--- config.mk ---
export PLATFORM = sky130hd
export DESIGN_NAME = wams_mult
export DESIGN_NICKNAME = d
export VERILOG_FILES = /design/src/sv/wams_pkg.sv /design/src/sv/wams_mult.sv
export SDC_FILE = /design/constraint.sdc
export NUM_CORES = 2
export LEC_CHECK = 0
export ABC_AREA = 1
export BUFFER_PORTS_ARGS = -buffer_cell sky130_fd_sc_hd__buf_2
export CORE_MARGIN = 10
export CORE_UTILIZATION = 45
export CTS_CLUSTER_DIAMETER = 100
export DETAILED_ROUTE_END_ITERATION = 6
export GPL_TIMING_DRIVEN = 0
export PLACE_DENSITY_LB_ADDON = 0.15
export SLEW_MARGIN = 0
export SYNTH_ARGS = -nofsm -noshare
export SYNTH_HDL_FRONTEND = slang
export SYNTH_SLANG_ARGS = --single-unit
--- constraint.sdc ---
create_clock -name clk_i -period 6.56 [get_ports clk_i]
set_clock_uncertainty 0.15 [all_clocks]
set_input_delay 0.656 -clock clk_i [delete_from_list [all_inputs] [get_ports clk_i]]
set_output_delay 0.656 -clock clk_i [all_outputs]
set_load 0.05 [all_outputs]
--- src/sv/wams_pkg.sv ---
// ----------------------------------------------------------------------------
// Weighted audio mixer package
// Item and configuration types, widths, codes and divider constants.
// ----------------------------------------------------------------------------
package wams_pkg;

  localparam int SMP_W  = 32;   // sample width
  localparam int GAIN_W = 15;   // gain register width
  localparam int CFG_W  = 15;   // widest configuration register
  localparam int NSRC   = 3;    // number of sources
  localparam int P_W    = 47;   // signed product of a sample and a gain
  localparam int S_W    = 49;   // signed sum of three products
  localparam int MAG_W  = 48;   // magnitude of the sum
  localparam int X_W    = 38;   // clamped dividend
  localparam int M_W    = 39;   // reciprocal width
  localparam int D_W    = 7;    // residual divisor width
  localparam int PIPE_DEPTH = 7;

  // Weighted sums of n sources divide by 100n: shift by two, then 25n.
  localparam int PRE_SHIFT = 2;

  // Clamping the dividend here never changes a saturated result.
  localparam logic [X_W-1:0] X_MAX = X_W'(64'd75 << 31);

  localparam logic signed [SMP_W-1:0] U8_OFFSET = 32'sd128;

  // Sample format codes.
  localparam logic [1:0] FMT_U8  = 2'd0;
  localparam logic [1:0] FMT_S16 = 2'd1;
  localparam logic [1:0] FMT_S32 = 2'd2;

  // Configuration register indexes.
  localparam int CFG_IDX_W = 3;
  localparam logic [CFG_IDX_W-1:0] CFG_IDX_FORMAT = 3'd0;
  localparam logic [CFG_IDX_W-1:0] CFG_IDX_COUNT  = 3'd1;
  localparam logic [CFG_IDX_W-1:0] CFG_IDX_MODE   = 3'd2;
  localparam logic [CFG_IDX_W-1:0] CFG_IDX_GAIN_A = 3'd3;
  localparam logic [CFG_IDX_W-1:0] CFG_IDX_GAIN_B = 3'd4;
  localparam logic [CFG_IDX_W-1:0] CFG_IDX_GAIN_C = 3'd5;

  // Residual divisors and their truncated reciprocals scaled by 2^X_W.
  localparam logic [D_W-1:0] DIV_1  = D_W'(1);
  localparam logic [D_W-1:0] DIV_2  = D_W'(2);
  localparam logic [D_W-1:0] DIV_3  = D_W'(3);
  localparam logic [D_W-1:0] DIV_25 = D_W'(25);
  localparam logic [D_W-1:0] DIV_50 = D_W'(50);
  localparam logic [D_W-1:0] DIV_75 = D_W'(75);
  localparam logic [M_W-1:0] RECIP_1  = M_W'(64'd1 << X_W);
  localparam logic [M_W-1:0] RECIP_2  = M_W'((64'd1 << X_W) / 2);
  localparam logic [M_W-1:0] RECIP_3  = M_W'((64'd1 << X_W) / 3);
  localparam logic [M_W-1:0] RECIP_25 = M_W'((64'd1 << X_W) / 25);
  localparam logic [M_W-1:0] RECIP_50 = M_W'((64'd1 << X_W) / 50);
  localparam logic [M_W-1:0] RECIP_75 = M_W'((64'd1 << X_W) / 75);

  typedef struct packed {
    logic signed [SMP_W-1:0] sample_a;
    logic signed [SMP_W-1:0] sample_b;
    logic signed [SMP_W-1:0] sample_c;
    logic                    end_of_block;
  } in_item_t;

  typedef struct packed {
    logic signed [SMP_W-1:0] mixed_sample;
    logic                    end_of_block_out;
  } out_item_t;

  typedef struct packed {
    logic [1:0]        sample_format;
    logic [1:0]        source_count;
    logic              weighted_mode;
    logic [GAIN_W-1:0] gain_a;
    logic [GAIN_W-1:0] gain_b;
    logic [GAIN_W-1:0] gain_c;
  } cfg_t;

  localparam cfg_t CFG_RESET = '{
    sample_format: FMT_S16,
    source_count:  2'd2,
    weighted_mode: 1'b1,
    gain_a:        GAIN_W'(100),
    gain_b:        GAIN_W'(100),
    gain_c:        GAIN_W'(100)
  };

  // Control that travels with each item between pipeline stages.
  typedef struct packed {
    logic valid;
    logic eob;
  } stg_ctl_t;

  typedef logic signed [P_W-1:0] prod_t;

  typedef struct packed {
    logic [D_W-1:0] d;
    logic [M_W-1:0] m;
  } div_t;

  function automatic logic [1:0] eff_count(logic [1:0] cnt);
    return (cnt == 2'd0) ? 2'd1 : cnt;
  endfunction

  // A single source always takes the weighted path.
  function automatic logic eff_weighted(cfg_t c);
    return c.weighted_mode || (eff_count(c.source_count) == 2'd1);
  endfunction

  function automatic div_t div_const(cfg_t c);
    div_t dv;
    logic w;
    w = eff_weighted(c);
    case (eff_count(c.source_count))
      2'd2: begin
        dv.d = w ? DIV_50 : DIV_2;
        dv.m = w ? RECIP_50 : RECIP_2;
      end
      2'd3: begin
        dv.d = w ? DIV_75 : DIV_3;
        dv.m = w ? RECIP_75 : RECIP_3;
      end
      default: begin
        dv.d = w ? DIV_25 : DIV_1;
        dv.m = w ? RECIP_25 : RECIP_1;
      end
    endcase
    return dv;
  endfunction

endpackage

--- src/sv/wams_mult.sv ---
// ----------------------------------------------------------------------------
// Weighted audio mixer product stage
// Decodes the three samples and multiplies each by its effective gain.
// ----------------------------------------------------------------------------
module wams_mult (
  input  logic                clk_i,
  input  logic                rst_ni,
  input  wams_pkg::cfg_t      cfg_i,
  input  logic                valid_i,
  output logic                ready_o,
  input  wams_pkg::in_item_t  item_i,
  output wams_pkg::stg_ctl_t  ctl_o,
  input  logic                ready_i,
  output wams_pkg::prod_t     prod_o [wams_pkg::NSRC]
);
  import wams_pkg::*;

  function automatic logic signed [SMP_W-1:0] decode(logic [SMP_W-1:0] raw,
                                                     logic [1:0] fmt);
    logic signed [SMP_W-1:0] v;
    case (fmt)
      FMT_U8:  v = $signed({24'd0, raw[7:0]}) - U8_OFFSET;
      FMT_S16: v = $signed({{16{raw[15]}}, raw[15:0]});
      default: v = $signed(raw);
    endcase
    return v;
  endfunction

  logic [1:0]                n_eff;
  logic                      wgt;
  logic signed [SMP_W-1:0]   smp   [NSRC];
  logic [GAIN_W-1:0]         gain  [NSRC];
  logic signed [GAIN_W:0]    mul_g [NSRC];
  prod_t                     prod_d [NSRC];
  prod_t                     prod_q [NSRC];
  stg_ctl_t                  ctl_q;
  logic                      adv;

  assign n_eff = eff_count(cfg_i.source_count);
  assign wgt   = eff_weighted(cfg_i);

  assign smp[0] = decode(item_i.sample_a, cfg_i.sample_format);
  assign smp[1] = decode(item_i.sample_b, cfg_i.sample_format);
  assign smp[2] = decode(item_i.sample_c, cfg_i.sample_format);

  assign gain[0] = cfg_i.gain_a;
  assign gain[1] = cfg_i.gain_b;
  assign gain[2] = cfg_i.gain_c;

  // Unused sources get a zero factor; the plain average uses a factor of one.
  always_comb begin
    for (int i = 0; i < NSRC; i++) begin
      if (2'(i) >= n_eff) begin
        mul_g[i] = '0;
      end else if (wgt) begin
        mul_g[i] = $signed({1'b0, gain[i]});
      end else begin
        mul_g[i] = (GAIN_W+1)'(1);
      end
      prod_d[i] = P_W'(smp[i]) * P_W'(mul_g[i]);
    end
  end

  assign adv     = !ctl_q.valid || ready_i;
  assign ready_o = adv;

  always_ff @(posedge clk_i or negedge rst_ni) begin
    if (!rst_ni) begin
      ctl_q <= '0;
    end else if (adv) begin
      ctl_q <= '{valid: valid_i, eob: item_i.end_of_block};
    end
  end

  always_ff @(posedge clk_i) begin
    if (adv && valid_i) begin
      prod_q <= prod_d;
    end
  end

  assign prod_o = prod_q;
  assign ctl_o  = ctl_q;

endmodule

Word-level counts from Yosys, hierarchy flattened
Cells that the tools add are included.
{"block": "classes", "addsub": 3, "multipliers": 3, "order_cmp": 3, "n_eq_ne": 2, "muxes": 10, "reduce_logical": 6}
{"op": "32-bit case mux with 2 select lines", "count": 3}
{"op": "32-bit by 16-bit multiplier with 47-bit output", "count": 3}
{"op": "15-bit two-way mux", "count": 6}
{"op": "8-bit by 8-bit subtractor with 9-bit output (second input constant)", "count": 3}
{"op": "2-bit by 1-bit == test with 1-bit output (second input constant)", "count": 2}
{"op": "1-bit by 2-bit greater-or-equal comparator with 1-bit output (first input constant)", "count": 2}
{"op": "2-bit logical NOT", "count": 2}
{"op": "2-bit greater-or-equal comparator (first input constant)", "count": 1}
{"op": "1-bit logical OR", "count": 2}
{"op": "2-bit two-way mux", "count": 1}
{"op": "1-bit logical AND", "count": 1}
{"op": "1-bit logical NOT", "count": 1}
{"block": "word_totals", "ff_bits": 143, "word_cells": 32}

Logic depth before layout (Yosys ltp)
{"block": "depth", "ltp_word": 7, "mapped_depth": 35}

Least setup slack after synthesis
Ideal clock, no wire load.
{"block": "synth_timing", "path_kind": "register -> register", "startpoint": "reg ctl_q, in the netlist ctl_o[1]", "endpoint": "reg prod_q, in the netlist prod_o[0], enable pin", "arrival_ps": 6603, "required_time_ps": 5765, "slack_ps": -838, "path_stages_with_launch": 4, "synth_period_minus_slack_ps": 7398, "cell_sequence": "dfrtp_1 > inv_1 > nor2_1 > nor2_1"}
{"block": "synth_between", "elab_chain_cells": 3}
{"element": "from (decl)", "line_no": "wams_mult.sv:36", "source": "stg_ctl_t ctl_q;"}
{"element": "from (signal assigned)", "line_no": "wams_mult.sv:71", "source": "ctl_q <= '{valid: valid_i, eob: item_i.end_of_block};"}
{"element": "1-bit logical NOT", "line_no": "wams_mult.sv:64", "source": "assign adv = !ctl_q.valid || ready_i;"}
{"element": "1-bit logical OR", "line_no": "wams_mult.sv:64"}
{"element": "1-bit logical AND", "line_no": "wams_mult.sv:76", "source": "if (adv && valid_i) begin"}
{"element": "to (signal assigned)", "line_no": "wams_mult.sv:77", "source": "prod_q <= prod_d;"}
{"element": "to (decl)", "line_no": "wams_mult.sv:35", "source": "prod_t prod_q [NSRC];"}
Every way passes these cells.
A chain may end at the register's enable or synchronous reset.

==> impl_metrics.json <==
{
  "status": "completed",
  "ant_nets": 0,
  "insertion_delay_ns": 0.56,
  "initial_core_util": 0.452,
  "syn_to_final_growth_pct": 21.2,
  "clk_pin_slew_ns": 0.08,
  "min_period_ns": 6.53,
  "slew_violations": 0,
  "grt-ovfl-total": 0,
  "track_usage": 0.301,
  "io_pins": 295,
  "dr.pass1.iters": 6,
  "crit_top_cell": "fa_1",
  "met2_length_um": 96100,
  "drt-met1-wl_um": 86800,
  "cp_slowest_cell": "fa_2",
  "viasPerCell": 5.24,
  "die_x_um": 378,
  "syn-instance-count": 7259,
  "antenna_found_initial": 4,
  "critPathRequiredTime_ns": 6.72,
  "rows": 131,
  "path_max_fanout": 7,
  "core_um2": 127000,
  "hold_ws_ns": 0.134,
  "htreeDepth": 4,
  "met3_length_um": 21000,
  "final_cell_mix": "inv_1 (1831), nand2_1 (1572), fa_1 (1289)",
  "syn_area_um2": 57600,
  "tightestPinTransition_ns": 1.39,
  "layout_commonest_cell": "inv_1",
  "final_cells": 9560,
  "cts_buffers": 17,
  "cts-root-buf": "clkbuf_16",
  "routed_wl_um": 214000,
  "ctsLongestPathBuffers": 2,
  "dp_cells": 9215,
  "relSlewSlack": 0.0686,
  "ys_types": 41,
  "rsz0062_at_grt": "true",
  "dp_hpwl_um": 177000,
  "fin_crit_sh": 0.996,
  "cts_tree": "done",
  "die_area_um2": 143000,
  "min_path_cells": 3,
  "holdCritPathClass": "in -> reg",
  "slowest_delay_ns": 0.66,
  "wl_per_cell_um": 22.3,
  "synth-seq-area-share": 0.0744,
  "topRoutingLayerUsed": "met5",
  "ys_warn_count": 0,
  "cp-start-kind": "input port",
  "crit_type": "in -> reg",
  "worstSetupEndpointType": "register",
  "via_count": 50000,
  "fin_nets": 9715,
  "drc_errors": 0,
  "finalSetupViolations": 0,
  "max_freq_mhz": 153,
  "final_hold_viol_count": 0,
  "cts.sinks": 143,
  "drv_cap": 0,
  "syn_nets": 9090,
  "syn_avg_cell_area_um2": 7.94,
  "port_buffers": 290,
  "grt_max_degree": 33,
  "reg2regPathDepth": 6,
  "arrival_ns": 6.70,
  "drive_gt1_frac": 0.200,
  "drtIter0Drc": 4081,
  "synth_seq_cells": 143,
  "die_h_um": 378,
  "grt_pass1_wl_um": 321000,
  "grt_pass1_vias": 51800,
  "place.gp.congestion": 1.01
}
## metrics by stage
| step | TNS, ns | utilization | area (um2) | setup WS [ns] |
|---|---|---|---|---|
| floorplan | 0 | - | 57600 | 0.00275 |
| global placement | -252.46 | 0.480 | 61200 | -2.34 |
| detailed placement | -184.42 | 0.481 | 61200 | -2.31 |
| CTS | -0.611 | 0.515 | 65600 | -0.0884 |
| global route | -2.93 | 0.548 | 69800 | -0.150 |
| finish | 0 | 0.548 | 69800 | 0.0293 |
## worst max-delay path, delay by kind of cell
family	cells	cell delay [ns]
fa+ha+maj	7	3.54
simple gates	10	1.24
buf+inv	10	1.24
## repair_timing
item / in CTS / in global routing
setup endpoints to repair: 110 / 99
endpoints found under the hold margin: 2 / 0
pin swaps: 68 / 197
resized for setup: 727 / 748
setup buffers: 136 / 162
gates cloned: 4 / 9
hold buffers: 1 / 0
## final timing paths
kind | endpoint | slack [ns] | from
max in group asynchronous | ctl_o[1] | 5.92 | rst_ni
hold reg to reg | ctl_o[0] | 0.35 | ctl_o[0]
setup / recovery | prod_o[137] | 0.03 | cfg_i[49]
hold / removal | ctl_o[0] | 0.13 | item_i[0]
min in group asynchronous | ctl_o[0] | 0.24 | rst_ni
setup reg to reg | prod_o[19] | 4.16 | ctl_o[1]
## flip-flops by register name, indices dropped and copies added, names as in the netlist
signal and cells:
ctl_o 2, prod_o 141
## Yosys cell counts, drive strengths merged
master,n,share of area
nand2,1749,0.11
nor3,23,0.0020
nor2,954,0.063
inv,1947,0.13
o21bai,28,0.0036
a31oi,2,0.00022
xor2,66,0.010
o21a,1,0.00013
o21ai,111,0.015
nand3,154,0.014
clkinv,45,0.0029
edfxtp,141,0.073
nand4,45,0.0049
or2,4,0.00043
a21boi,7,0.00091
xnor2,17,0.0026
clkbuf,107,0.0070
fa,1347,0.47
a21o,1,0.00013
ha,333,0.072
buf,29,0.0031
a21oi,141,0.014
dfrtp,2,0.00087
nand3b,5,0.00065
## cell type report
type,instances,area [um2]
fill,12000,57500
tap,1662,2080
antenna,1,2.50
clock inverter,15,166
multi-input combinational,4988,49200
sequential,143,4280
timing repair inverter,8,56.3
buffer,136,1370
inverter,1992,7850
clock buffer,17,425
timing repair buffer,598,4350
## metal layers
metal  track usage  vias to the layer above
met5             0                        -
met4         0.116                        2
met3        0.0744                      406
met2         0.469                     2258
met1         0.405                    25300
li1              -                    22100
## kinds of logic (layout without fill, tap and decap cells)
group,count (synthesis),after routing,share of synthesized area
other,0,1,0
adders and majority gates,1680,1680,0.540
DFF,143,143,0.0744
AOI/OAI and AO/OA,291,291,0.0343
and+or+nand+nor,2934,2934,0.199
buffers and inverters,2128,2766,0.140
xor gates and xnor gates,83,83,0.0126
Power is left out: the tool's default activity adds up to more than one toggle a clock period on the data nets, which glitch-free logic cannot reach.
