## src/sv/wams_pkg.sv

```systemverilog
// ----------------------------------------------------------------------------
// Weighted audio mixer package
// Item and configuration types, widths, codes and divider constants.
// ----------------------------------------------------------------------------
package wams_pkg;

  localparam int SMP_W  = 32;   // sample width
  localparam int GAIN_W = 15;   // gain register width
  localparam int CFG_W  = 15;   // widest configuration register
  localparam int NSRC   = 3;    // number of sources
  localparam int P_W    = 47;   // signed product of a sample and a gain
  localparam int S_W    = 49;   // signed sum of three products
  localparam int MAG_W  = 48;   // magnitude of the sum
  localparam int X_W    = 38;   // clamped dividend
  localparam int M_W    = 39;   // reciprocal width
  localparam int D_W    = 7;    // residual divisor width
  localparam int PIPE_DEPTH = 7;

  // Weighted sums of n sources divide by 100n: shift by two, then 25n.
  localparam int PRE_SHIFT = 2;

  // Clamping the dividend here never changes a saturated result.
  localparam logic [X_W-1:0] X_MAX = X_W'(64'd75 << 31);

  localparam logic signed [SMP_W-1:0] U8_OFFSET = 32'sd128;

  // Sample format codes.
  localparam logic [1:0] FMT_U8  = 2'd0;
  localparam logic [1:0] FMT_S16 = 2'd1;
  localparam logic [1:0] FMT_S32 = 2'd2;

  // Configuration register indexes.
  localparam int CFG_IDX_W = 3;
  localparam logic [CFG_IDX_W-1:0] CFG_IDX_FORMAT = 3'd0;
  localparam logic [CFG_IDX_W-1:0] CFG_IDX_COUNT  = 3'd1;
  localparam logic [CFG_IDX_W-1:0] CFG_IDX_MODE   = 3'd2;
  localparam logic [CFG_IDX_W-1:0] CFG_IDX_GAIN_A = 3'd3;
  localparam logic [CFG_IDX_W-1:0] CFG_IDX_GAIN_B = 3'd4;
  localparam logic [CFG_IDX_W-1:0] CFG_IDX_GAIN_C = 3'd5;

  // Residual divisors and their truncated reciprocals scaled by 2^X_W.
  localparam logic [D_W-1:0] DIV_1  = D_W'(1);
  localparam logic [D_W-1:0] DIV_2  = D_W'(2);
  localparam logic [D_W-1:0] DIV_3  = D_W'(3);
  localparam logic [D_W-1:0] DIV_25 = D_W'(25);
  localparam logic [D_W-1:0] DIV_50 = D_W'(50);
  localparam logic [D_W-1:0] DIV_75 = D_W'(75);
  localparam logic [M_W-1:0] RECIP_1  = M_W'(64'd1 << X_W);
  localparam logic [M_W-1:0] RECIP_2  = M_W'((64'd1 << X_W) / 2);
  localparam logic [M_W-1:0] RECIP_3  = M_W'((64'd1 << X_W) / 3);
  localparam logic [M_W-1:0] RECIP_25 = M_W'((64'd1 << X_W) / 25);
  localparam logic [M_W-1:0] RECIP_50 = M_W'((64'd1 << X_W) / 50);
  localparam logic [M_W-1:0] RECIP_75 = M_W'((64'd1 << X_W) / 75);

  typedef struct packed {
    logic signed [SMP_W-1:0] sample_a;
    logic signed [SMP_W-1:0] sample_b;
    logic signed [SMP_W-1:0] sample_c;
    logic                    end_of_block;
  } in_item_t;

  typedef struct packed {
    logic signed [SMP_W-1:0] mixed_sample;
    logic                    end_of_block_out;
  } out_item_t;

  typedef struct packed {
    logic [1:0]        sample_format;
    logic [1:0]        source_count;
    logic              weighted_mode;
    logic [GAIN_W-1:0] gain_a;
    logic [GAIN_W-1:0] gain_b;
    logic [GAIN_W-1:0] gain_c;
  } cfg_t;

  localparam cfg_t CFG_RESET = '{
    sample_format: FMT_S16,
    source_count:  2'd2,
    weighted_mode: 1'b1,
    gain_a:        GAIN_W'(100),
    gain_b:        GAIN_W'(100),
    gain_c:        GAIN_W'(100)
  };

  // Control that travels with each item between pipeline stages.
  typedef struct packed {
    logic valid;
    logic eob;
  } stg_ctl_t;

  typedef logic signed [P_W-1:0] prod_t;

  typedef struct packed {
    logic [D_W-1:0] d;
    logic [M_W-1:0] m;
  } div_t;

  function automatic logic [1:0] eff_count(logic [1:0] cnt);
    return (cnt == 2'd0) ? 2'd1 : cnt;
  endfunction

  // A single source always takes the weighted path.
  function automatic logic eff_weighted(cfg_t c);
    return c.weighted_mode || (eff_count(c.source_count) == 2'd1);
  endfunction

  function automatic div_t div_const(cfg_t c);
    div_t dv;
    logic w;
    w = eff_weighted(c);
    case (eff_count(c.source_count))
      2'd2: begin
        dv.d = w ? DIV_50 : DIV_2;
        dv.m = w ? RECIP_50 : RECIP_2;
      end
      2'd3: begin
        dv.d = w ? DIV_75 : DIV_3;
        dv.m = w ? RECIP_75 : RECIP_3;
      end
      default: begin
        dv.d = w ? DIV_25 : DIV_1;
        dv.m = w ? RECIP_25 : RECIP_1;
      end
    endcase
    return dv;
  endfunction

endpackage

```

## src/sv/wams_cdiv.sv

```systemverilog
// ----------------------------------------------------------------------------
// Weighted audio mixer constant divider
// Divides by a small configured constant through a split reciprocal product
// and a single remainder correction.
// ----------------------------------------------------------------------------
module wams_cdiv (
  input  logic                      clk_i,
  input  logic                      rst_ni,
  input  wams_pkg::cfg_t            cfg_i,
  input  wams_pkg::stg_ctl_t        ctl_i,
  output logic                      ready_o,
  input  logic [wams_pkg::X_W-1:0]  x_i,
  input  logic                      neg_i,
  output wams_pkg::stg_ctl_t        ctl_o,
  input  logic                      ready_i,
  output logic [wams_pkg::X_W-1:0]  q_o,
  output logic                      neg_o
);
  import wams_pkg::*;

  localparam int XL_W = X_W / 2;
  localparam int XH_W = X_W - XL_W;
  localparam int ML_W = XL_W;
  localparam int MH_W = M_W - ML_W;
  localparam int HH_W = XH_W + MH_W;
  localparam int HL_W = XH_W + ML_W;
  localparam int LH_W = XL_W + MH_W;
  localparam int LL_W = XL_W + ML_W;
  localparam int T_W  = X_W + M_W;

  div_t              dv;
  logic [XH_W-1:0]   xh;
  logic [XL_W-1:0]   xl;
  logic [MH_W-1:0]   mh;
  logic [ML_W-1:0]   ml;

  logic [HH_W-1:0]   pp_hh_q;
  logic [HL_W-1:0]   pp_hl_q;
  logic [LH_W-1:0]   pp_lh_q;
  logic [LL_W-1:0]   pp_ll_q;
  logic [X_W-1:0]    x_p_q;
  logic              neg_p_q;

  logic [T_W-1:0]    tot;
  logic [X_W-1:0]    q0_q;
  logic [X_W-1:0]    x_e_q;
  logic              neg_e_q;

  logic [X_W-1:0]    qd;
  logic [X_W-1:0]    rem;
  logic [X_W-1:0]    q_d;
  logic [X_W-1:0]    q_q;
  logic              neg_q;

  stg_ctl_t          ctl_p_q;
  stg_ctl_t          ctl_e_q;
  stg_ctl_t          ctl_r_q;
  logic              adv_p;
  logic              adv_e;
  logic              adv_r;

  assign dv = div_const(cfg_i);
  assign xh = x_i[X_W-1:XL_W];
  assign xl = x_i[XL_W-1:0];
  assign mh = dv.m[M_W-1:ML_W];
  assign ml = dv.m[ML_W-1:0];

  // Reassemble x * m and keep the bits above 2^X_W as the first estimate.
  assign tot = (T_W'(pp_hh_q) << (XL_W + ML_W))
             + (T_W'(pp_hl_q) << ML_W)
             + (T_W'(pp_lh_q) << XL_W)
             + T_W'(pp_ll_q);

  // The estimate is low by at most one, so the remainder stays below 2d.
  always_comb begin
    qd  = q0_q * X_W'(dv.d);
    rem = x_e_q - qd;
    q_d = q0_q + X_W'(rem >= X_W'(dv.d));
  end

  assign adv_r   = !ctl_r_q.valid || ready_i;
  assign adv_e   = !ctl_e_q.valid || adv_r;
  assign adv_p   = !ctl_p_q.valid || adv_e;
  assign ready_o = adv_p;

  always_ff @(posedge clk_i or negedge rst_ni) begin
    if (!rst_ni) begin
      ctl_p_q <= '0;
      ctl_e_q <= '0;
      ctl_r_q <= '0;
    end else begin
      if (adv_p) begin
        ctl_p_q <= ctl_i;
      end
      if (adv_e) begin
        ctl_e_q <= ctl_p_q;
      end
      if (adv_r) begin
        ctl_r_q <= ctl_e_q;
      end
    end
  end

  always_ff @(posedge clk_i) begin
    if (adv_p && ctl_i.valid) begin
      pp_hh_q <= HH_W'(xh) * HH_W'(mh);
      pp_hl_q <= HL_W'(xh) * HL_W'(ml);
      pp_lh_q <= LH_W'(xl) * LH_W'(mh);
      pp_ll_q <= LL_W'(xl) * LL_W'(ml);
      x_p_q   <= x_i;
      neg_p_q <= neg_i;
    end
    if (adv_e && ctl_p_q.valid) begin
      q0_q    <= tot[X_W +: X_W];
      x_e_q   <= x_p_q;
      neg_e_q <= neg_p_q;
    end
    if (adv_r && ctl_e_q.valid) begin
      q_q   <= q_d;
      neg_q <= neg_e_q;
    end
  end

  assign ctl_o = ctl_r_q;
  assign q_o   = q_q;
  assign neg_o = neg_q;

endmodule

```

## config.mk

```make
export PLATFORM = sky130hd
export DESIGN_NAME = wams_cdiv
export DESIGN_NICKNAME = d
export VERILOG_FILES = /design/src/sv/wams_pkg.sv /design/src/sv/wams_cdiv.sv
export SDC_FILE = /design/constraint.sdc
export NUM_CORES = 2
export LEC_CHECK = 0
export ABC_AREA = 1
export BUFFER_PORTS_ARGS = -buffer_cell sky130_fd_sc_hd__buf_4
export CAP_MARGIN = 20
export CORE_ASPECT_RATIO = 0.6
export CORE_MARGIN = 4
export CORE_UTILIZATION = 35
export DETAILED_ROUTE_END_ITERATION = 10
export HOLD_SLACK_MARGIN = 0.03
export PLACE_DENSITY = 0.48
export SLEW_MARGIN = 20
export SYNTH_ARGS = -nofsm -noshare
export SYNTH_HDL_FRONTEND = slang
export SYNTH_SLANG_ARGS = --single-unit
```

## constraint.sdc

```tcl
create_clock -name clk_i -period 5.6 [get_ports clk_i]
set_input_delay 1.68 -clock clk_i [delete_from_list [all_inputs] [get_ports clk_i]]
set_output_delay 1.68 -clock clk_i [all_outputs]
set_load 0.02 [all_outputs]
```

# Word-level counts from Yosys, hierarchy flattened
# Cells that the tools add are included.
word_totals:
  reg_bits: 314
  out_inout_bits: 42
  in_bits: 94
  elab_cells: 50
op_classes:
  multipliers: 5
  muxes: 8
  n_lt_le_gt_ge: 1
  n_eq_ne: 3
  reduce_logical: 11
  addsub: 5
ops:
  columns: ["op", "count"]
  rows:
  - ["$pmux W46 S2", 1]
  - ["$add A76 B38 Y76", 1]
  - ["$add A76 B57 Y76", 1]
  - ["$add A76 B58 Y76", 1]
  - ["$mul A19 B19 Y38", 2]
  - ["$mul A19 B20 Y39", 1]
  - ["$mux W39", 1]
  - ["$add A38 B1 Y38", 1]
  - ["$ge A38 B7 Y1", 1]
  - ["$mul A19 B20 Y38", 1]
  - ["$mul A38 B7 Y38", 1]
  - ["$mux W38", 1]
  - ["$sub A38 B38 Y38", 1]
  - ["$mux W37", 1]
  - ["$mux W7", 1]
  - ["$mux W6", 1]
  - ["$mux W5", 1]
  - ["$eq A2 B2 Y1 const B", 2]
  - ["$logic_or A1 B1 Y1", 4]
  - ["$logic_and A1 B1 Y1", 3]
  - ["$logic_not A1 Y1", 3]
  - ["$eq A2 B1 Y1 const B", 1]
  - ["$logic_not A2 Y1", 1]
  - ["$mux W2", 1]

# Depth between registers and ports, before layout
depth:
  depth_word: 10
  mapped_depth: 47
  depth_no_buf: 44

# Worst setup path after synthesis
# Ideal clock, no wire load.
synth_path:
  kind: "input to register"
  startpoint: "input port cfg_i[47] (netlist name)"
  endpoint: "register q_q[31] (netlist: q_o[31]), data pin"
  t_arrival_ns: 7.573
  setup_slack_ns: -2.233
  n_path_buf: 2
  setup_time_ns: 0.261
  required_time_ns: 5.339
  cell_stages: 38
  cell_sequence: "buf_4 nand2_2 inv_2 nand2_2 inv_2 clkbuf_1 nand2_1 fa_1 fa_1 fa_1 inv_1 fa_1 inv_1 ha_1 nand2_1 inv_1 a21oi_1 nand2_1 [2 not listed] nand2_1 inv_1 nor2_1 nand4_1 nor2_1 nor2_1 nand3_1 ha_1 nand2_1 nor2_2 nand3_2 nor2_4 inv_2 nor3_2 nand2_1 nor2_1 nand3_1 xor2_1"
synth_via:
  elab_chain_cells: 10
  elab_cells_between_ends: 14
  cone_classes: "add/sub (2); mul (1); order compare (1); eq/ne (3); mux (5); reduce/logical (2)"
synth_lines:
  columns: ["element", "line_no", "source"]
  rows:
  - ["start, declared", "wams_cdiv.sv:9", "input wams_pkg::cfg_t cfg_i,"]
  - ["$logic_not A2 Y1", "wams_pkg.sv:99", "return (cnt == 2'd0) ? 2'd1 : cnt;"]
  - ["$mux W2 *", "wams_pkg.sv:99", null]
  - ["$eq A2 B1 Y1", "wams_pkg.sv:104", "return c.weighted_mode || (eff_count(c.source_count) == 2'd1);"]
  - ["$logic_or A1 B1 Y1", "wams_pkg.sv:104", null]
  - ["$mux W5 (tied with other cells)", "wams_pkg.sv:121", "dv.d = w ? DIV_25 : DIV_1;"]
  - ["$pmux W46 S2 *", "wams_pkg.sv:111", "case (eff_count(c.source_count))"]
  - ["$mul A38 B7 Y38", "wams_cdiv.sv:76", "qd = q0_q * X_W'(dv.d);"]
  - ["$sub A38 B38 Y38", "wams_cdiv.sv:77", "rem = x_e_q - qd;"]
  - ["$ge A38 B7 Y1 *", "wams_cdiv.sv:78", "q_d = q0_q + X_W'(rem >= X_W'(dv.d));"]
  - ["$add A38 B1 Y38 *", "wams_cdiv.sv:78", null]
  - ["net q_d[31]", "wams_cdiv.sv:51", "logic [X_W-1:0] q_d;"]
  - ["end signal, assigned", "wams_cdiv.sv:119", "q_q <= q_d;"]
  - ["end, declared", "wams_cdiv.sv:52", "logic [X_W-1:0] q_q;"]
# The timed path passes the listed nets; every way through them passes the cells marked *.
# A chain may end at the register's enable or synchronous reset.

# Worst setup path in the final report
layout_path:
  startpoint: "input port cfg_i[47] (netlist name)"
  endpoint: "register pp_lh_q[33], data pin"
layout_via:
  elab_chain_cells: 7
  elab_cells_between_ends: 11
  cone_classes: "mul (1); eq/ne (3); mux (5); reduce/logical (2)"
layout_lines:
  columns: ["element", "line_no", "source"]
  rows:
  - ["$logic_not A2 Y1", "wams_pkg.sv:99", null]
  - ["$mux W2 *", "wams_pkg.sv:99", null]
  - ["$eq A2 B1 Y1", "wams_pkg.sv:104", null]
  - ["$logic_or A1 B1 Y1", "wams_pkg.sv:104", null]
  - ["$mux W39 (tied with other cells)", "wams_pkg.sv:122", "dv.m = w ? RECIP_25 : RECIP_1;"]
  - ["$pmux W46 S2 *", "wams_pkg.sv:111", null]
  - ["$mul A19 B20 Y39 *", "wams_cdiv.sv:108", "pp_lh_q <= LH_W'(xl) * LH_W'(mh);"]
  - ["end signal, assigned", "wams_cdiv.sv:108", null]
  - ["end, declared", "wams_cdiv.sv:39", "logic [LH_W-1:0] pp_lh_q;"]
# Every way passes the cells marked *; elsewhere a longest branch is shown, timed or not.

==> results by stage <==
Setup path:
- The required arrival time at the worst endpoint is 6.03 ns.
- In this run the worst path has a maximum fanout of 8.
- The most repeated library cell on the critical path is buf_6.
- The type of element capturing the critical path is a flop.
- The critical path arrival is 8.15 ns.
- STA classifies the critical path startpoint as a primary input.
- The longest individual stage delay on the worst path is 0.63 ns.
- Among all stages on the critical path, the largest delay is contributed by fa_2.
- The critical setup path kind is in2reg.

Synth:
- For this run, the leading register cell type out of synthesis is edfxtp_1.
- The fraction of synthesis flops using an asynchronous set or reset pin is 2.03%.
- During synthesis, Yosys emitted a total of 0 warnings.
- Synthesis produced a netlist whose cell count is 7159.
- The post-synthesis sequential element count is 295.
- The number of distinct library cells after synthesis is 60.
- The average size of a mapped cell is 8.83 um2.
- The number of synthesized flops with an enable pin is 289.
- The share of the Yosys chip area taken by registers is 14.0%.
- The synthesized netlist occupies a cell area of 0.0632 mm2.

Drt:
- After detailed routing, the number of remaining DRC violations is 0.
- The total detailed-routing wirelength is 261 mm.
- The total via count in the routed design is 54000.
- The vias per cell is 4.79.
- The number of DRC violations after detailed-routing iteration 0 is 5099.
- The post-route antenna net violation count is 0.
- The detailed-route wire length per cell is 23.1 um.
- The first TritonRoute pass finished after 8 iterations.

Timing:
- Setup repair after global routing could not meet its margin everywhere.
- The portion of the clock cycle consumed by the worst path in the final layout is 138%.
- Setup violations remaining at the end of the flow were counted as 157.
- In this run the tightest slew margin relative to its limit is 33.6%.
- The fmax is 130 MHz.
- The setup skew after layout is 0.0626 ns.
- Once routing completed, OpenROAD measured the worst setup slack at -2.12 ns.
- The post-route minimum period is 7.72 ns.
- At the pin with the least slew margin, the transition time is 0.987 ns.
- The count of final max-slew check failures is 0.
- The final count of hold timing violations is 0.
- The summed negative setup slack over all endpoints is -246.76 ns.

Status:
- The run finished, with violations left.
- The final reports fail on setup timing.

Placement:
- Input and output buffers added on the ports amount to 88.
- At the end of routability-driven placement, the weighted congestion stood at 0.999.
- The worst slack at placement is -3.25 ns.
- After legalization and detailed placement, the total HPWL measured 229 mm.

Clock network:
- In this run the number of H-tree levels came out at 1.
- The total number of clock tree sinks is 295.
- The clock latency on the worst-skew pair is 0.71 ns.
- TritonCTS built the clock tree.
- The clock-pin slew on the worst setup and hold paths is 0.07 ns.
- The total CTS buffers is 31.
- The clock tree root buffer cell is clkbuf_16.
- The clock passes through at most 3 buffers.

Global routing:
- The via count of the first global-routing pass is 54800.
- In the global route stage, overall resource usage came out at 27.8%.
- The pin count of the biggest net entering global routing is 69.
- After global routing the overflow that remains totals 0.
- The number of antenna violations at the first check in global routing is 14.
- The first global-routing pass estimated 379 mm of wire.

Run:
- The max-cap violation count is 0.

Finish:
- Fill cells in the final layout number 17300.
- The area of the multi-input gates is 0.0513 mm2.
- The area used by sequential logic in the layout is 0.00883 mm2.
- Relative to the synthesized area, the layout overhead comes to 36.6%.
- The fraction of layout cells with a size suffix above 1 is 31.3%.
- The net count reported at finish is 10900.

Hold path:
- The path class of the tightest hold or removal check is reg2reg.

Floorplanning:
- The horizontal die dimension is 557 um.
- After floorplanning, the core was sized to cover 0.179 mm2.
- The overall die area is 0.188 mm2.
- The floorplan step set the die height to 337 um.
- The initial utilization of the core area, before any placement, comes to 35.3%.
- The count of pins on the block boundary is 136.
- In this run the core area contains 120 standard-cell rows.
==> Yosys cell counts (7+ instances only) <==
master	instances	area, um2
a21boi_0	9	67.6
a21o_1	33	248
a21oi_1	252	1260
a31oi_1	30	188
buf_1	22	82.6
buf_2	12	60.1
clkbuf_1	74	278
clkinv_1	13	48.8
edfxtp_1	289	8680
fa_1	1200	24000
ha_1	735	9200
inv_1	2056	7720
inv_2	12	45.0
nand2_1	882	3310
nand2_2	11	68.8
nand3_1	137	686
nand3b_1	8	60.1
nand4_1	46	288
nor2_1	822	3090
nor2_2	7	43.8
nor3_1	44	220
nor4_1	24	150
o211ai_1	8	60.1
o21a_1	14	105
o21ai_0	123	616
o21ai_1	13	65.1
o21bai_1	13	97.6
xnor2_1	56	490
xor2_1	148	1300
==> sequential cells by signal (all words and copies together), names as in the netlist, 2 cells and up <==
name	cells
ctl_o	2
pp_lh_q	39
q0_q	38
ctl_p_q	2
pp_ll_q	19
x_e_q	38
pp_hl_q	38
x_p_q	38
q_o	38
ctl_e_q	2
pp_hh_q	38
==> area by class of cell <==
cell class	count	area share (%)
Clock inverter	25	0.345
Clock buffer	33	0.906
Sequential cell	295	10.2
Timing Repair Buffer	1746	16.6
Inverter	2081	9.15
Tap cell	2379	3.44
Multi-Input combinational cell	4708	59.4
Timing Repair inverter	1	0.00724
Antenna cell	2	0.00579
==> repair_timing <==
action / 4_1_cts / 5_1_grt
hold buffers: 0 / 0
buffers inserted: 69 / 75
gates cloned: 6 / 3
endpoints found under the setup margin: 158 / 158
gates resized for setup: 511 / 599
pin swaps: 196 / 270
==> final timing paths <==
path,slack [ns],depth (start not counted),to,startpoint
max,-2.12,31,pp_lh_q[33],cfg_i[47]
min,0.42,0,x_e_q[23],x_p_q[23]
max reg2reg,-0.97,39,q_o[36],q0_q[9]
min reg2reg,0.42,0,x_e_q[23],x_p_q[23]
max in group asynchronous,4.66,1,ctl_o[0],rst_ni
min in group asynchronous,0.82,1,ctl_p_q[0],rst_ni
==> cells in the final DEF (no fill, tap or decap), types with 33 or more instances in the layout <==
cell type	instances
inv_1	1959
buf_4	1584
fa_1	1094
nand2_1	717
ha_1	639
nor2_1	634
edfxtp_1	289
a21oi_1	149
nand2_2	127
xor2_1	122
nand3_1	106
fa_2	106
nor2_2	104
buf_6	100
nor2_4	97
ha_4	93
inv_2	92
a21oi_2	76
o21ai_0	75
buf_12	50
nand4_1	46
xnor2_1	44
nand2_4	44
conb_1	37
clkbuf_16	34
a21o_1	33
==> layer usage <==
metal  global-route usage [%]  up-vias  wire length, um
li1                         -    24800                -
met1                     46.8    26800           134000
met2                     33.0     2171            89000
met3                     10.4      151            34600
met4                     2.65        2             2970
met5                        0        -              108
==> critical path: cells and delay by family <==
kind	cells	cell delay, ns
buffers and inverters	13	1.43
AND/OR/NAND/NOR	8	0.97
XOR/XNOR	1	0.16
AO/OA/AOI/OAI	2	0.40
adder cells (fa/ha/maj)	7	3.47
==> through the flow <==
| step | hold WS, ns | util, % | cell area (um2) | cells |
|---|---|---|---|---|
| floorplan | 0.400 | - | 64800 | 7194 |
| global placement | 0.404 | 44.5 | 79600 | 11100 |
| detailed placement | 0.405 | 44.5 | 79600 | 11100 |
| CTS | 0.420 | 46.6 | 83400 | 11200 |
| global route | 0.434 | 48.3 | 86400 | 11300 |
| finish | 0.419 | 48.3 | 86400 | 11300 |
==> kinds of logic after synthesis <==
| logic type | synth area share (%) |
|---|---|
| muxes | 0.0178 |
| other | 0.0119 |
| DFF | 14.0 |
| AOI/OAI and AO/OA | 4.65 |
| xor gates and xnor gates | 2.83 |
| adders and majority gates | 52.5 |
| and+or+nand+nor | 13.0 |
| buffers and inverters | 13.0 |
Power is left out: the tool's default activity adds up to more than one toggle a clock period on the data nets, which glitch-free logic cannot reach.
