==> src/sv/wams_pkg.sv <==
// ----------------------------------------------------------------------------
// Weighted audio mixer package
// Item and configuration types, widths, codes and divider constants.
// ----------------------------------------------------------------------------
package wams_pkg;

  localparam int SMP_W  = 32;   // sample width
  localparam int GAIN_W = 15;   // gain register width
  localparam int CFG_W  = 15;   // widest configuration register
  localparam int NSRC   = 3;    // number of sources
  localparam int P_W    = 47;   // signed product of a sample and a gain
  localparam int S_W    = 49;   // signed sum of three products
  localparam int MAG_W  = 48;   // magnitude of the sum
  localparam int X_W    = 38;   // clamped dividend
  localparam int M_W    = 39;   // reciprocal width
  localparam int D_W    = 7;    // residual divisor width
  localparam int PIPE_DEPTH = 7;

  // Weighted sums of n sources divide by 100n: shift by two, then 25n.
  localparam int PRE_SHIFT = 2;

  // Clamping the dividend here never changes a saturated result.
  localparam logic [X_W-1:0] X_MAX = X_W'(64'd75 << 31);

  localparam logic signed [SMP_W-1:0] U8_OFFSET = 32'sd128;

  // Sample format codes.
  localparam logic [1:0] FMT_U8  = 2'd0;
  localparam logic [1:0] FMT_S16 = 2'd1;
  localparam logic [1:0] FMT_S32 = 2'd2;

  // Configuration register indexes.
  localparam int CFG_IDX_W = 3;
  localparam logic [CFG_IDX_W-1:0] CFG_IDX_FORMAT = 3'd0;
  localparam logic [CFG_IDX_W-1:0] CFG_IDX_COUNT  = 3'd1;
  localparam logic [CFG_IDX_W-1:0] CFG_IDX_MODE   = 3'd2;
  localparam logic [CFG_IDX_W-1:0] CFG_IDX_GAIN_A = 3'd3;
  localparam logic [CFG_IDX_W-1:0] CFG_IDX_GAIN_B = 3'd4;
  localparam logic [CFG_IDX_W-1:0] CFG_IDX_GAIN_C = 3'd5;

  // Residual divisors and their truncated reciprocals scaled by 2^X_W.
  localparam logic [D_W-1:0] DIV_1  = D_W'(1);
  localparam logic [D_W-1:0] DIV_2  = D_W'(2);
  localparam logic [D_W-1:0] DIV_3  = D_W'(3);
  localparam logic [D_W-1:0] DIV_25 = D_W'(25);
  localparam logic [D_W-1:0] DIV_50 = D_W'(50);
  localparam logic [D_W-1:0] DIV_75 = D_W'(75);
  localparam logic [M_W-1:0] RECIP_1  = M_W'(64'd1 << X_W);
  localparam logic [M_W-1:0] RECIP_2  = M_W'((64'd1 << X_W) / 2);
  localparam logic [M_W-1:0] RECIP_3  = M_W'((64'd1 << X_W) / 3);
  localparam logic [M_W-1:0] RECIP_25 = M_W'((64'd1 << X_W) / 25);
  localparam logic [M_W-1:0] RECIP_50 = M_W'((64'd1 << X_W) / 50);
  localparam logic [M_W-1:0] RECIP_75 = M_W'((64'd1 << X_W) / 75);

  typedef struct packed {
    logic signed [SMP_W-1:0] sample_a;
    logic signed [SMP_W-1:0] sample_b;
    logic signed [SMP_W-1:0] sample_c;
    logic                    end_of_block;
  } in_item_t;

  typedef struct packed {
    logic signed [SMP_W-1:0] mixed_sample;
    logic                    end_of_block_out;
  } out_item_t;

  typedef struct packed {
    logic [1:0]        sample_format;
    logic [1:0]        source_count;
    logic              weighted_mode;
    logic [GAIN_W-1:0] gain_a;
    logic [GAIN_W-1:0] gain_b;
    logic [GAIN_W-1:0] gain_c;
  } cfg_t;

  localparam cfg_t CFG_RESET = '{
    sample_format: FMT_S16,
    source_count:  2'd2,
    weighted_mode: 1'b1,
    gain_a:        GAIN_W'(100),
    gain_b:        GAIN_W'(100),
    gain_c:        GAIN_W'(100)
  };

  // Control that travels with each item between pipeline stages.
  typedef struct packed {
    logic valid;
    logic eob;
  } stg_ctl_t;

  typedef logic signed [P_W-1:0] prod_t;

  typedef struct packed {
    logic [D_W-1:0] d;
    logic [M_W-1:0] m;
  } div_t;

  function automatic logic [1:0] eff_count(logic [1:0] cnt);
    return (cnt == 2'd0) ? 2'd1 : cnt;
  endfunction

  // A single source always takes the weighted path.
  function automatic logic eff_weighted(cfg_t c);
    return c.weighted_mode || (eff_count(c.source_count) == 2'd1);
  endfunction

  function automatic div_t div_const(cfg_t c);
    div_t dv;
    logic w;
    w = eff_weighted(c);
    case (eff_count(c.source_count))
      2'd2: begin
        dv.d = w ? DIV_50 : DIV_2;
        dv.m = w ? RECIP_50 : RECIP_2;
      end
      2'd3: begin
        dv.d = w ? DIV_75 : DIV_3;
        dv.m = w ? RECIP_75 : RECIP_3;
      end
      default: begin
        dv.d = w ? DIV_25 : DIV_1;
        dv.m = w ? RECIP_25 : RECIP_1;
      end
    endcase
    return dv;
  endfunction

endpackage

==> src/sv/wams_accum.sv <==
// ----------------------------------------------------------------------------
// Weighted audio mixer accumulate stages
// Sums the products, then forms the clamped magnitude for the divider.
// ----------------------------------------------------------------------------
module wams_accum (
  input  logic                      clk_i,
  input  logic                      rst_ni,
  input  wams_pkg::cfg_t            cfg_i,
  input  wams_pkg::stg_ctl_t        ctl_i,
  output logic                      ready_o,
  input  wams_pkg::prod_t           prod_i [wams_pkg::NSRC],
  output wams_pkg::stg_ctl_t        ctl_o,
  input  logic                      ready_i,
  output logic [wams_pkg::X_W-1:0]  x_o,
  output logic                      neg_o
);
  import wams_pkg::*;

  logic signed [S_W-1:0] sum_d;
  logic signed [S_W-1:0] sum_q;
  logic [MAG_W-1:0]      mag;
  logic [MAG_W-1:0]      mag_sh;
  logic [X_W-1:0]        x_d;
  logic [X_W-1:0]        x_q;
  logic                  neg_q;
  stg_ctl_t              ctl_a_q;
  stg_ctl_t              ctl_b_q;
  logic                  adv_a;
  logic                  adv_b;

  always_comb begin
    sum_d = '0;
    for (int i = 0; i < NSRC; i++) begin
      sum_d = sum_d + S_W'(prod_i[i]);
    end
  end

  // The quotient truncates toward zero, so the divider works on the magnitude.
  always_comb begin
    mag    = MAG_W'(sum_q[S_W-1] ? -sum_q : sum_q);
    mag_sh = eff_weighted(cfg_i) ? (mag >> PRE_SHIFT) : mag;
    x_d    = (mag_sh > MAG_W'(X_MAX)) ? X_MAX : X_W'(mag_sh);
  end

  assign adv_b   = !ctl_b_q.valid || ready_i;
  assign adv_a   = !ctl_a_q.valid || adv_b;
  assign ready_o = adv_a;

  always_ff @(posedge clk_i or negedge rst_ni) begin
    if (!rst_ni) begin
      ctl_a_q <= '0;
      ctl_b_q <= '0;
    end else begin
      if (adv_a) begin
        ctl_a_q <= ctl_i;
      end
      if (adv_b) begin
        ctl_b_q <= ctl_a_q;
      end
    end
  end

  always_ff @(posedge clk_i) begin
    if (adv_a && ctl_i.valid) begin
      sum_q <= sum_d;
    end
    if (adv_b && ctl_a_q.valid) begin
      x_q   <= x_d;
      neg_q <= sum_q[S_W-1];
    end
  end

  assign ctl_o = ctl_b_q;
  assign x_o   = x_q;
  assign neg_o = neg_q;

endmodule

==> config.mk <==
export PLATFORM = sky130hd
export DESIGN_NAME = wams_accum
export DESIGN_NICKNAME = d
export VERILOG_FILES = /design/src/sv/wams_pkg.sv /design/src/sv/wams_accum.sv
export SDC_FILE = /design/constraint.sdc
export NUM_CORES = 1
export LEC_CHECK = 0
export BUFFER_PORTS_ARGS = -buffer_cell sky130_fd_sc_hd__clkbuf_2
export CELL_PAD_IN_SITES_DETAIL_PLACEMENT = 0
export CELL_PAD_IN_SITES_GLOBAL_PLACEMENT = 1
export CORE_AREA = 2 2 149 151
export CTS_BUF_LIST = sky130_fd_sc_hd__clkbuf_4
export CTS_CLUSTER_SIZE = 28
export DETAILED_ROUTE_END_ITERATION = 7
export DIE_AREA = 0 0 151 153
export GPL_TIMING_DRIVEN = 0
export PLACE_DENSITY = 0.81
export SLEW_MARGIN = 15
export SYNTH_ARGS = -nofsm -noshare
export SYNTH_HDL_FRONTEND = slang
export SYNTH_SLANG_ARGS = --single-unit
==> constraint.sdc <==
create_clock -name clk_i -period 4.3 [get_ports clk_i]
set_input_delay 0.215 -clock clk_i [delete_from_list [all_inputs] [get_ports clk_i]]
set_output_delay 0.215 -clock clk_i [all_outputs]
set_load 0.02 [all_outputs]
# --- Yosys cells after proc, flatten, opt, wreduce, memory -nomap -nowiden ---
# Cells that the tools add are included.
# Widths: inputs -> output; s select.
totals:
  ramBits: 0
  latch_bits: 0
  rom_bits: 0
  output_inout_bits: 42
  regBits: 92
  mem_count: 0
  in_bits: 196
  word_cells: 23
op_classes:
  mux: 3
  n_reduce_logical: 8
  n_addsub: 3
  n_bitwise: 0
  n_div: 0
  shift: 0
  n_eq_ne: 1
  n_mul: 0
  order_cmp: 1
op_table:
  columns: ["cell", "count"]
  rows:
  - ["$mux 48", 2]
  - ["$add 48x47->49", 1]
  - ["$add 47x47->48", 1]
  - ["$gt 48x38->1 const B", 1]
  - ["$neg 48->48", 1]
  - ["$logic_or 1x1->1", 3]
  - ["$eq 2x1->1 const B", 1]
  - ["$logic_and 1x1->1", 2]
  - ["$logic_not 1->1", 2]
  - ["$logic_not 2->1", 1]
  - ["$mux 2", 1]

# --- Longest topological paths before layout ---
# Gate-level depths: netlist of the first run.
depth:
  depth_word: 6
  ltp_mapped: 15
  depth_no_buf: 14

# --- Worst setup path after synthesis of the first run ---
# No wires, ideal clock.
synth_timing:
  kind: "register -> register"
  start: "register sum_q[5]"
  end: "register x_q[12], in the netlist x_o[12] (data pin)"
  arrival_ns: 3.383
  path_buffers: 3
  required_time_ns: 4.019
  setup_slack_ns: 0.637
  stages_incl_launch_ff: 13
  synth_period_minus_slack_ns: 3.663
  path_cell_list: "edfxtp_1 > or4_1 > buf_2 > or4_4 > buf_6 > or2_1 > o41ai_2 > xor2_1 > mux2_1 > o21bai_1 > a32oi_1 > buf_2 > a211oi_1"
synth_between:
  elab_chain_len: 4
synth_lines:
  columns: ["element", "line_no", "source"]
  rows:
  - ["start, declared", "wams_accum.sv:20", "logic signed [S_W-1:0] sum_q;"]
  - ["start signal, assigned", "wams_accum.sv:65", "sum_q <= sum_d;"]
  - ["$neg 48->48", "wams_accum.sv:40", "mag = MAG_W'(sum_q[S_W-1] ? -sum_q : sum_q);"]
  - ["$mux 48 *", "wams_accum.sv:40", null]
  - ["$mux 48 *", "wams_accum.sv:41", "mag_sh = eff_weighted(cfg_i) ? (mag >> PRE_SHIFT) : mag;"]
  - ["$gt 48x38->1", "wams_accum.sv:42", "x_d = (mag_sh > MAG_W'(X_MAX)) ? X_MAX : X_W'(mag_sh);"]
  - ["end signal, assigned", "wams_accum.sv:68", "x_q <= x_d;"]
  - ["end, declared", "wams_accum.sv:24", "logic [X_W-1:0] x_q;"]
# Every way passes the cells marked *; elsewhere a longest branch is shown, timed or not.
# A chain may end at the register's enable or synchronous reset.

# --- Final worst setup path of the first run ---
layout_timing:
  start: "register sum_q[5]"
  end: "register x_q[5], in the netlist x_o[5] (data pin)"
# The elaborated chain is that of the path after synthesis.

==> results.md, run 1 <==
* Min cycle time layout at 4.21 ns
* CTS tree: yes
* Die Area at 23100 µm²
* Most frequent cell after synthesis: edfxtp_1
* Layout net count at 1442
* Crit path top cell by count: buf_2
* Hold/Removal Path Class: in2async
* EDFF count, synth at 88
* Top area cells in the synthesized netlist: edfxtp_1 30%, fa_1 11%, ha_1 6.7%
* Initial antenna violation count at 1
* Slew headroom at 23.4%
* Fmax at 0.238 GHz
* Fin. max-slew vios at 0
* Syn Area/Cell at 9.49 µm²
* Distinct cells, synth at 74
* Cells after Synth at 940
* #FFs+latches synth at 92
* Leak Pwr at 4.27 nW
* Setup violators final at 0
* Layout cells sized above 1 at 22.6%
* Leading area contributor after synthesis: edfxtp_1
* Largest net degree at the start of global routing at 39
* RSZ-0062 raised after global routing: no
* TritonCTS buffer count at 9
* Outcome: finished, final reports clean
* Core Util, Final at 49.3%
* Detailed Place HPWL at 18500 µm
* Worst-path clk slew at 0.14 ns
* Critical path, cell by cell: or4_1, buf_2, or4_4, buf_6, buf_2, o32a_1, o32a_1, o21ai_0, o2111ai_1, nor4_1, a32oi_1, buf_2, a211oi_1
* Remaining Overflow, GRT at 0
* DR vias at 7990
* Core footprint at 21500 µm²
* Clk Latency, worst-skew pair at 0.48 ns
* Worst-path maximum fanout at 10
* Synth async-reset ratio at 4.35%
* Layout fillers at 2116
* CP Class: reg2reg
* Max-Cap Viols at 0
* Syn nets at 1232
* Area growth, synth to finish at 18.7%
* Worst EP required at 4.59 ns
* Setup Skew at 0.0185 ns
* CTS Sinks at 92
* Setup crit end kind: register
* Initial DRC count at 592
* Routed WL at 22800 µm
* Drt drc at 0
* Prevailing post-synth register cell: edfxtp_1
* Setup crit start kind: register
* Synth top cells by count: 88 x edfxtp_1, 86 x nor2_1, 63 x nand2_1
* Avg Vias per Cell at 5.56
* GR Util All Layers at 19.8%
* Pre-antenna DRT Iters at 5
* Area fraction of the dominant cell type after synthesis at 29.6%
* Sequential share of the synthesized area at 30.7%
* Final TNS setup at 0 ns
* Mapped cell area at 8920 µm²
* IO Pins at 238
* Depth of the CTS H-tree at 3
* RePlAce Congestion at 0.905
* Max clock buf depth at 2
* IO buf count at 189
* Row Count at 54
* Die width at 151 µm
* Synth warn at 0
* Worst EP arrival at 4.50 ns
* Worst VDD drop at 124 µV
* Antenna Nets Post-Route at 0
* Fin crit share at 97.8%
* Slew @ Worst Pin at 1.14 ns
* Final hold slack at 0.0555 ns
* Initial core utilization at 41.5%
* Final Hold Viols at 0
* First-pass GRT wire length at 37300 µm
* Vias in the first global route at 7570
* Root buffer cell: clkbuf_4
* PwrDens at 359 nW/µm²
* Max stage delay on crit path at 0.53 ns
* Die height at 153 µm
* Avg WL per Cell at 15.8 µm
* Max stage delay cell, worst path: or4_1
-- worst paths after layout --
kind / start / end / slack, ns / cells after the start
max reg2reg: sum_q[5]$_DFFE_PP_ / x_o[5]$_SDFFCE_PN0P_ / 0.09 / 13
min reg2reg: ctl_a_q[1]$_DFFE_PN0N_ / ctl_o[1]$_DFFE_PN0P_ / 0.49 / 1
min in group clk_i: prod_i[94] / sum_q[0]$_DFFE_PP_ / 0.19 / 4
max: sum_q[5]$_DFFE_PP_ / x_o[5]$_SDFFCE_PN0P_ / 0.09 / 13
min: rst_ni / ctl_a_q[0]$_DFFE_PN0N_ / 0.06 / 2
max in group asynchronous: rst_ni / ctl_o[0]$_DFFE_PN0P_ / 4.13 / 2
-- worst max-delay path: cells and delay by family (launching register included) --
family          cells  cell delay [ns]
simple gates        3             1.39
compound gates      6             1.35
buf+inv             4             0.78
flops               1             0.49
-- sequential cells by signal (all words and copies together) (netlist names) --
name     cells
ctl_o        2
ctl_a_q      2
x_o         38
sum_q       49
neg_o        1
-- layout make-up --
type	count	area (µm²)	area share [%]
clock inverters	7	90.1	0.851
well taps	280	350	3.31
multi-input cells	772	5960	56.3
inverters	22	82.6	0.780
plain buffers	53	225	2.13
diodes	1	2.50	0.0236
clock buffers	9	67.6	0.638
flip-flops and latches	92	2740	25.9
repair buffers	200	1060	10.0
-- logic make-up (layout without fill, tap and decap cells) --
logic type | Yosys count | in the layout | synth area share, %
muxes | 6 | 6 | 0.701
xor gates and xnor gates | 79 | 79 | 7.76
DFF | 92 | 92 | 30.7
AOI/OAI and AO/OA | 266 | 266 | 21.5
buffers and inverters | 76 | 291 | 3.46
adders and majority gates | 96 | 96 | 17.5
and+or+nand+nor | 325 | 325 | 18.3
other | 0 | 1 | 0
-- through the flow --
step	total power [mW]	instance area, µm²	cells	worst slack [ns]
after floorplan	2.69	8920	940	0.637
after global placement	3.21	10200	1409	-0.118
after detailed placement	3.22	10300	1411	-0.139
after CTS	3.77	10500	1433	0.00565
after global routing	4.09	10600	1436	0.00388
final	3.81	10600	1436	0.0925
-- per-layer routing --
metal | vias up | GRT usage, % | part of all wire (%)
li1 | 3967 | - | -
met1 | 3746 | 30.1 | 50
met2 | 262 | 30.7 | 44
met3 | 15 | 1.91 | 5.2
met4 | 0 | 4.36 | 1.0
met5 | - | 0 | 0
-- report_power, final --
| group | internal, mW | total, mW | switching, mW |
|---|---|---|---|
| combinational | 0.784 | 1.94 | 1.15 |
| sequential | 1.19 | 1.34 | 0.151 |
| clock | 0.233 | 0.526 | 0.292 |
-- repair_timing --
action,4_1_cts,5_1_grt
hold endpoints to repair,7,0
resized for setup,4,14
buffers inserted,2,3
hold buffers,4,0
endpoints found under the setup margin,25,30
pin swaps,1,5
-- placed cells by master, fill, tap and decap left out, types with 5 or more instances in the layout --
cell type	count
ha_1	48
o41ai_2	6
nor2b_1	6
nand2b_1	12
a21o_1	34
o41ai_1	7
o22ai_1	5
nor2_1	86
a21oi_1	60
or4_1	5
nand3_1	26
and3_1	12
clkbuf_2	190
o21bai_1	9
xor2_1	29
nand4_1	22
or3_1	15
buf_2	5
nor4_1	17
fa_1	48
xnor2_1	48
a211oi_1	20
o21a_1	6
edfxtp_1	88
o31ai_1	9
o21ai_0	40
nor3_1	28
and2_1	7
or2_2	5
clkbuf_1	42
buf_4	6
inv_1	22
a211oi_2	9
clkbuf_4	9
nand2_1	63
o211ai_1	8
Power figures use the tool's default switching activity.
==> run 2: changes to the inputs <==
CORE_AREA = 2 2 144 146   (was 2 2 149 151)
DIE_AREA = 0 0 146 148   (was 0 0 151 153)
PLACE_DENSITY = 0.86   (was 0.81)
clock period = 5.2 ns   (was 4.3 ns; I/O delays follow)
==> run 2 against run 1 <==
Effect of this change: clock-buffer cell count rose by 1; die area fell by 6.5%; largest cell class unchanged; sequential cell count did not move; hold slack got worse by 0.046 ns.
==> results.md, run 2 (synthesis results as in run 1) <==
* Outcome: finished, final reports clean
* RR Startpoint: sum_q[5]$_DFFE_PP_
* Row Count at 52
* Antenna Nets Post-Route at 0
* Fin. max-slew vios at 0
* Fin crit share at 86.6%
* Clk Latency, worst-skew pair at 0.49 ns
* Layout net count at 1435
* Initial core utilization at 44.5%
* Worst-path maximum fanout at 10
* Setup crit start kind: register
* Largest reg by FF count: sum_q
* Initial DRC count at 671
* Fmax at 0.222 GHz
* Drt drc at 0
* Slew headroom at 46.2%
* Commonest cells after routing, fill and taps aside: 189 x clkbuf_2, 88 x edfxtp_1, 86 x nor2_1, 63 x nand2_1, 60 x a21oi_1
* Vias in the first global route at 7629
* DR vias at 8032
* Die height at 148 µm
* Postcts setup bufs at 0
* Die Area at 21600 µm²
* Worst EP arrival at 4.80 ns
* Worst R2R Path Depth at 12
* IO buf count at 189
* Routed WL at 22700 µm
* Avg Vias per Cell at 5.66
* Commonest non-fill, non-tap cell in the layout: clkbuf_2
* IO Pins at 238
* Initial antenna violation count at 1
* Detailed Place HPWL at 18500 µm
* PwrDens at 294 nW/µm²
* RePlAce Congestion at 0.916
* Post-placement worst setup slack at 0.817 ns
* Final TNS setup at 0 ns
* Root buffer cell: clkbuf_4
* Flop-to-flop setup slack at 0.70 ns
* CTS Sinks at 92
* Worst VDD drop at 101 µV
* Hold_sp: ctl_i[0]
* Avg WL per Cell at 16.0 µm
* Largest register FFs at 49
* CP startpoint: sum_q[5]$_DFFE_PP_
* TritonCTS buffer count at 9
* Setup Skew at 0.0215 ns
* Worst EP required at 5.50 ns
* Core Util, Final at 51.8%
* Depth of the CTS H-tree at 3
* GR Util All Layers at 21.2%
* Max-Cap Viols at 0
* Die width at 146 µm
* CTS tree: yes
* Layout cells sized above 1 at 20.9%
* Setup violators final at 0
* Layout fillers at 1945
* First-pass GRT wire length at 37900 µm
* Min cycle time layout at 4.50 ns
* Slew @ Worst Pin at 0.800 ns
* Hold/Removal Path Class: in2reg
* Hold depth at 2
* Core footprint at 20000 µm²
* CP Class: reg2reg
* Max clock buf depth at 2
* Hold Path End: ctl_a_q[0]$_DFFE_PN0N_
* End of the worst register-to-register path: x_o[10]$_SDFFCE_PN0P_
* Largest net degree at the start of global routing at 40
* RSZ-0062 raised after global routing: no
* Total Power at 3.05 mW
* Remaining Overflow, GRT at 0
* Worst-path clk slew at 0.13 ns
* Non-Filler Instances at 1419
* Final Hold Viols at 0
* Area growth, synth to finish at 16.4%
* Setup ws final at 0.697 ns
* Cells after DPL at 1400
* Leak Pwr at 4.18 nW
* Setup crit end kind: register
* Pre-antenna DRT Iters at 5
run 2: cell types whose count changed in the layout (fill, tap and decap cells not counted), moves of 2 or more:
cell / delta
buf_4: -5
clkbuf_1: +2
o31ai_2: -2
nor4_1: +2
o31ai_1: +2
dlygate4sd3_1: -2
run 2: final cells by class:
| class | count | area (µm²) | share of cell area, % |
|---|---|---|---|
| buffer | 54 | 226 | 2.18 |
| multi-input combinational | 772 | 5880 | 56.6 |
| timing repair buffer | 192 | 986 | 9.49 |
| clock buffer | 10 | 75.1 | 0.723 |
| inverter | 22 | 82.6 | 0.795 |
| sequential | 92 | 2740 | 26.4 |
| tap | 270 | 338 | 3.25 |
| antenna | 1 | 2.50 | 0.0241 |
| clock inverter | 6 | 55.1 | 0.530 |
run 2: per-stage QoR:
stage | area (µm²) | hold slack, ns
after global placement | 10200 | 0.0700
after global routing | 10400 | 0.00512
final | 10400 | 0.00985
after detailed placement | 10200 | 0.0725
after CTS | 10400 | 0.00145
after floorplan | 8920 | -0.0356
run 2: routing by layer:
metal	GRT usage (%)	wire length, µm	share of wire, %	up-vias
met5	0	0	0	-
met4	6.75	542	2.4	0
met2	32.4	9730	43	318
li1	-	-	-	3956
met1	31.6	11100	49	3724
met3	2.25	1330	5.9	34
run 2: report_power, final:
part / internal [mW] / switching [mW] / leakage [nW]
clock network: 0.147 / 0.231 / 0.0712
registers: 0.988 / 0.128 / 0.896
logic: 0.625 / 0.932 / 3.21
run 2: worst max path at each step:
stage,end,slack [ns],depth (start not counted)
floorplan,x_o[12]$_SDFFCE_PN0P_,1.54,12
global placement,x_o[5]$_SDFFCE_PN0P_,0.78,12
detailed placement,x_o[10]$_SDFFCE_PN0P_,0.82,12
CTS,x_o[26]$_SDFFCE_PN0P_,0.77,12
global route,x_o[26]$_SDFFCE_PN0P_,0.48,12
finish,x_o[10]$_SDFFCE_PN0P_,0.70,12
run 2: critical path, cell delays in order (launching register included):
cell and delay, ns:
edfxtp_1 0.49, or4_1 0.54, buf_2 0.19, or3_1 0.35, clkbuf_1 0.24, nor4_1 0.63
a211oi_1 0.21, or3_1 0.39, a22o_1 0.22, o21bai_1 0.42, a32oi_1 0.16, buf_4 0.22
a211oi_2 0.26
run 2: timing repair:
action	in CTS	in global routing
setup endpoints to repair	0	0
endpoints found under the hold margin	5	0
hold buffers	2	0
gates resized for setup	0	0
